`src/design/hpt_pkg.sv`:
```
// Shared constants, types and helpers for the homogeneous point transform.
package hpt_pkg;

  // Fixed-point format and thresholds
  localparam int FRAC_BITS   = 16;
  localparam int W_THRESHOLD = 8;

  // Widths
  localparam int DATA_W   = 32;
  localparam int REG_W    = 64;
  localparam int NUM_REGS = 8;
  localparam int ADDR_W   = 6;
  localparam int PROD_W   = 2 * DATA_W;
  localparam int SUM_W    = PROD_W + 2;
  localparam int SH_W     = SUM_W - FRAC_BITS;
  localparam int NUM_W    = DATA_W + FRAC_BITS;
  localparam int LANES    = 3;

  // Command codes
  typedef enum logic {
    CMD_POINT     = 1'b0,
    CMD_DIRECTION = 1'b1
  } cmd_e;

  // Matrix registers, column-major, two rows per word
  typedef logic [NUM_REGS-1:0][REG_W-1:0] mat_t;

  localparam logic [REG_W-1:0] ONE_LO = REG_W'(64'd1 << FRAC_BITS);
  localparam logic [REG_W-1:0] ONE_HI = REG_W'(64'd1 << (FRAC_BITS + DATA_W));
  localparam logic [REG_W-1:0] ZERO_W = REG_W'(0);

  localparam mat_t REG_RESET = {ONE_HI, ZERO_W, ONE_LO, ZERO_W,
                                ZERO_W, ONE_HI, ZERO_W, ONE_LO};

  // Row sums handed from the matrix stage to the divide stage
  typedef struct packed {
    logic                          point;
    logic                          sat;
    logic                          wsat;
    logic [DATA_W-1:0]             w;
    logic [LANES-1:0][DATA_W-1:0]  s;
  } row_t;

  // Matrix entry for column c, row r
  function automatic logic [DATA_W-1:0] mat_entry(mat_t m, logic [1:0] c, logic [1:0] r);
    logic [REG_W-1:0] word;
    word = m[{c, r[1]}];
    return r[0] ? word[REG_W-1:DATA_W] : word[DATA_W-1:0];
  endfunction

endpackage

```
`src/design/hpt_cfg.sv`:
```
// APB register file holding the 4x4 transform matrix.
module hpt_cfg import hpt_pkg::*; (
  input  logic              clk_i,
  input  logic              rst_ni,
  input  logic              psel,
  input  logic              penable,
  input  logic              pwrite,
  input  logic [ADDR_W-1:0] paddr,
  input  logic [REG_W-1:0]  pwdata,
  output logic [REG_W-1:0]  prdata,
  output logic              pready,
  output mat_t              mat_o
);

  mat_t regs_q;
  logic [2:0] idx;

  // 8-byte registers: word index from the upper address bits
  assign idx    = paddr[ADDR_W-1:3];
  assign pready = 1'b1;
  assign prdata = regs_q[idx];
  assign mat_o  = regs_q;

  always_ff @(posedge clk_i or negedge rst_ni) begin
    if (!rst_ni) begin
      regs_q <= REG_RESET;
    end else if (psel && penable && pwrite && pready) begin
      regs_q[idx] <= pwdata;
    end
  end

endmodule

```
`config.mk`:
```
export PLATFORM = sky130hd
export DESIGN_NAME = hpt_cfg
export DESIGN_NICKNAME = d
export VERILOG_FILES = /design/src/design/hpt_pkg.sv /design/src/design/hpt_cfg.sv
export SDC_FILE = /design/constraint.sdc
export NUM_CORES = 1
export LEC_CHECK = 0
export ABC_AREA = 1
export BUFFER_PORTS_ARGS = -buffer_cell sky130_fd_sc_hd__buf_2
export CAP_MARGIN = 5
export CELL_PAD_IN_SITES_DETAIL_PLACEMENT = 0
export CELL_PAD_IN_SITES_GLOBAL_PLACEMENT = 2
export CORE_MARGIN = 2
export CORE_UTILIZATION = 29
export CTS_CLUSTER_SIZE = 30
export DETAILED_ROUTE_END_ITERATION = 8
export PLACE_DENSITY = 0.76
export SLEW_MARGIN = 20
export SYNTH_ARGS = -nofsm -noshare
export SYNTH_HDL_FRONTEND = slang
export SYNTH_SLANG_ARGS = --single-unit
```
`constraint.sdc`:
```
create_clock -name clk_i -period 1.9 [get_ports clk_i]
set_input_delay 0.285 -clock clk_i [delete_from_list [all_inputs] [get_ports clk_i]]
set_output_delay 0.285 -clock clk_i [all_outputs]
set_load 0.03 [all_outputs]
```
---- Word-level counts from Yosys, hierarchy flattened ----
Cells that the tools add are included.
cells by class
  add/sub/neg operators ................... 0
  multipliers ............................. 0
  div/mod/pow operators ................... 0
  magnitude comparators ................... 2
  equal/unequal tests ..................... 0
  shift-type cells ........................ 0
  mux-type cells .......................... 5
  bitwise gates (word level) .............. 0
  reductions and logical operators ........ 3
operator list
  cell                                                        number
  bitwise mux 512 bit                                         1
  binary-select mux 64 bit (select 3 bit)                     1
  demux 64 bit (select 3 bit)                                 1
  2-to-1 mux 64 bit                                           2
  less-than comparator 3 x 4 -> 1 bit, second input constant  1
  >= comparator 3 x 1 -> 1 bit, second input constant         1
  logical AND 1 bit                                           3
storage, ports and cells
  register bits after elaboration ......... 512
  bits in latches ......................... 0
  memory bits (writable) .................. 0
  memory bits (read-only) ................. 0
  input bits .............................. 75
  word-level logic and storage cells ...... 18
  memories kept ........................... 0

---- Depth between registers and ports, before layout ----
  depth in word-level cells ............... 5
  mapped depth ............................ 10

---- Least setup slack after synthesis ----
OpenSTA, ideal clock, no wires.
  kind .................................... in2out
  start point ............................. input paddr[4]
  end point ............................... output prdata[54]
  data arrival time ....................... 1.390 ns
  path slack .............................. 0.225 ns
  stages .................................. 7
  buffers on the path ..................... 3
  cell sequence ........................... buf_4 -> clkbuf_1 -> clkbuf_1 -> nand2_1 -> nand2_1 -> nand2_1 -> nand2_1
between the ends
  cells in the longest elaborated chain, start to end .. 2
RTL lines
  element                                  line           source
  start, declared                          hpt_cfg.sv:8   input logic [ADDR_W-1:0] paddr,
  binary-select mux 64 bit (select 3 bit)  hpt_cfg.sv:21  assign prdata = regs_q[idx];
  2-to-1 mux 64 bit (implied by the code)  hpt_cfg.sv:21
  end, declared                            hpt_cfg.sv:10  output logic [REG_W-1:0] prdata,
No other way between the ends. The select of a mux whose other input is x is not followed.

---- Final worst setup path ----
  start point ............................. register regs_q (netlist bit mat_o[176])
  end point ............................... output prdata[48]
between the ends
  cells in the longest elaborated chain, start to end .. 2
RTL lines
  element                                  line           source
  start, declared                          hpt_cfg.sv:15  mat_t regs_q;
  start signal, assigned by index          hpt_cfg.sv:28  regs_q[idx] <= pwdata;
  binary-select mux 64 bit (select 3 bit)  hpt_cfg.sv:21
  2-to-1 mux 64 bit (implied by the code)  hpt_cfg.sv:21
No other way between the ends. The select of a mux whose other input is x is not followed.

==> summary.txt <==
clock group share of total power: 28.6%
synth warn: 0
failing checks: negative setup slack
CTS tree: built
CP required: 1.62 ns
Worst-Margin Slew: 0.5393 ns
detailed-route via count: 26730
library cells used by synthesis: 23
max reg flops: 512
global route overflow: 0
Longest Clk Path Bufs: 3
r2r startpoint: mat_o[322]
drt via density: 4.728
dpl cells: 5200
Setup WS pre-CTS: -0.09558 ns
worst setup margin: -0.04126 ns
count of final setup violators: 3
Slew Limit Fails: 0
power density over the cells: 1182 nW/um^2
layout cells sized above 1: 28.04%
Peak VDD IR: 0.7953 mV
pin count of the biggest net entering global routing: 82
chip width: 298.0 um
dpl hpwl: 80360 um
# clock sinks: 512
sw frac: 39.82%
via count of the first global-routing pass: 25790
Filler cells: 9150
CTS buffer count: 60
Reg2Reg Capture Point: mat_o[322]
Mapped Avg Cell Area: 7.106 um^2
DRC: 0
count of non-filler cells in the finished layout: 5653
overall global routing resource usage: 26.10%
internal power: 0.02548 W
GPL Wtd Cong: 0.8159
Seq/Total Area, Yosys: 51.14%
DRT iter0 DRCs: 1539
die height: 298.0 um
H-tree depth: 2
first-pass GRT wire length: 176400 um
Net count, final: 4539
HP Class: in -> async
total leakage power: 20.36 nW
final wirelength: 119500 um
drt first pass iters: 5
fmax: 0.5151 GHz
run status: finished with violations
Area Overhead vs Synth: 42.84%
FP Rows: 107
post-synthesis cell area: 25060 um^2
CP max FO: 2
Net Count, Synth: 3602
reg2reg path depth: 4
synthesized flop and latch total: 512
crit path kind: reg -> out
max_cap viols: 0
Max-slew headroom: 64.04%
Critical Path End: prdata[48]
core box area: 85410 um^2
crit start category: flop
Final period util: 102.2%
combinational share of power: 36.7%
Tmin final: 1.941 ns
Crit path arrival time: 1.66 ns
Die Footprint: 88800 um^2
Initial Utilization: 29.34%
final hold vios: 0
Root Buffer: clkbuf_16
crit path from: mat_o[176]
Worst-Skew Late Latency: 0.62 ns
initial antenna violation count: 1
CTS clock-pin slew for the worst setup and hold paths: 0.06 ns
worst hold slack: 0.1597 ns
IO Port Bufs: 647
R2R Setup Slk: 1.00 ns
# IOs: 652
switching power: 0.01686 W
Routed WL per cell: 21.14 um
unrepaired setup endpoints after global routing: yes
post-synthesis cell count: 3527
Final Skew: 0 ns
power share of the sequential group: 34.7%
Antenna Violating Nets Remaining: 0
CP endpoint kind: output port
-- cell usage after synthesis (all sizes together) --
master / number / area [um^2]
nand3: 7 / 45.04
a21oi: 64 / 320.3
inv: 69 / 261.5
dfstp: 4 / 105.1
dfrtp: 508 / 12710
nand2: 2101 / 7889
buf: 124 / 674.4
nor2: 78 / 339.1
nand4: 4 / 25.02
o21ai: 448 / 2242
clkbuf: 119 / 446.7
conb: 1 / 3.750
-- per-layer routing --
| layer | vias to the layer above | wire (um) | track usage [%] |
|---|---|---|---|
| met3 | 176 | 7111 | 4.930 |
| met5 | - | 9 | 0 |
| met1 | 12950 | 52240 | 34.43 |
| li1 | 12830 | - | - |
| met2 | 770 | 56810 | 43.70 |
| met4 | 2 | 3314 | 7.119 |
-- power by group through the flow --
stage,sequential [W],combinational (W),clock [W]
2_1_floorplan,0.0188,0.00394,0
3_3_place_gp,0.0153,0.0128,0
3_5_place_dp,0.0154,0.0129,0
4_1_cts,0.0148,0.0145,0.0123
5_1_grt,0.0149,0.0167,0.0128
6_report,0.0147,0.0155,0.0121
-- area by class of cell --
class                           count  area, um^2  area share (%)
Antenna cell                        1       2.502        0.006990
Clock buffer                       90        1866           5.211
Clock inverter                     16       183.9          0.5137
Inverter                           69       272.8          0.7619
Multi-Input combinational cell   2703       11140           31.11
Sequential cell                   512       12830           35.85
Tap cell                         1144        1431           3.998
Timing Repair Buffer             1118        8073           22.55
-- metrics by stage --
| step | instance area, um^2 | setup TNS (ns) | util, % | power [W] |
|---|---|---|---|---|
| CTS | 34430 | -0.3072 | 40.31 | 0.04165 |
| finish | 35800 | -0.07893 | 41.92 | 0.04234 |
| floorplan | 25060 | 0 | - | 0.02274 |
| global route | 35800 | -1.672 | 41.91 | 0.04442 |
| global placement | 30400 | -2.708 | 35.59 | 0.02815 |
| detailed placement | 30400 | -3.725 | 35.59 | 0.02824 |
-- timing repair --
| item | CTS | global route |
|---|---|---|
| endpoints found under the setup margin | 63 | 64 |
| gates resized for setup | 116 | 102 |
| hold buffers | 65 | 0 |
| buffers inserted | 138 | 143 |
| pin swaps | 10 | 88 |
| endpoints found under the hold margin | 735 | 0 |
-- worst min-delay path by stage --
| stage | to | slack [ns] |
|---|---|---|
| 2_1_floorplan | mat_o[0] | -0.01 |
| 3_3_place_gp | mat_o[96] | 0.20 |
| 3_5_place_dp | mat_o[96] | 0.20 |
| 4_1_cts | mat_o[96] | 0.13 |
| 5_1_grt | mat_o[95] | 0.16 |
| 6_report | mat_o[96] | 0.16 |
-- logic make-up (layout without fill, tap and decap cells) --
family / Yosys count / in the layout / synth area share [%]
DFF: 512 / 512 / 51.14
other: 1 / 2 / 0.01496
buffers and inverters: 312 / 1293 / 5.516
and+or+nand+nor: 2190 / 2190 / 33.11
AOI/OAI and AO/OA: 512 / 512 / 10.22
-- worst max-delay path: stages (launching register included) --
cell,delay [ns]
dfstp_2,0.53
nand2_1,0.05
nand2_1,0.05
nand2_1,0.04
nand2_1,0.06
nand2_1,0.06
nand2_2,0.10
buf_6,0.13
-- placed cells by master, fill, tap and decap left out, drive strengths merged --
master       synthesis  layout
clkbuf             119      90
inv                 69      68
dfstp                4       4
nor2                78      78
nand3                7       7
buf                124    1053
nand4                4       4
o21ai              448     448
diode                0       1
bufinv               0       4
nand2             2101    2101
conb                 1       1
dlygate4sd3          0      65
dfrtp              508     508
clkinv               0      13
a21oi               64      64
Power figures use the tool's default switching activity.
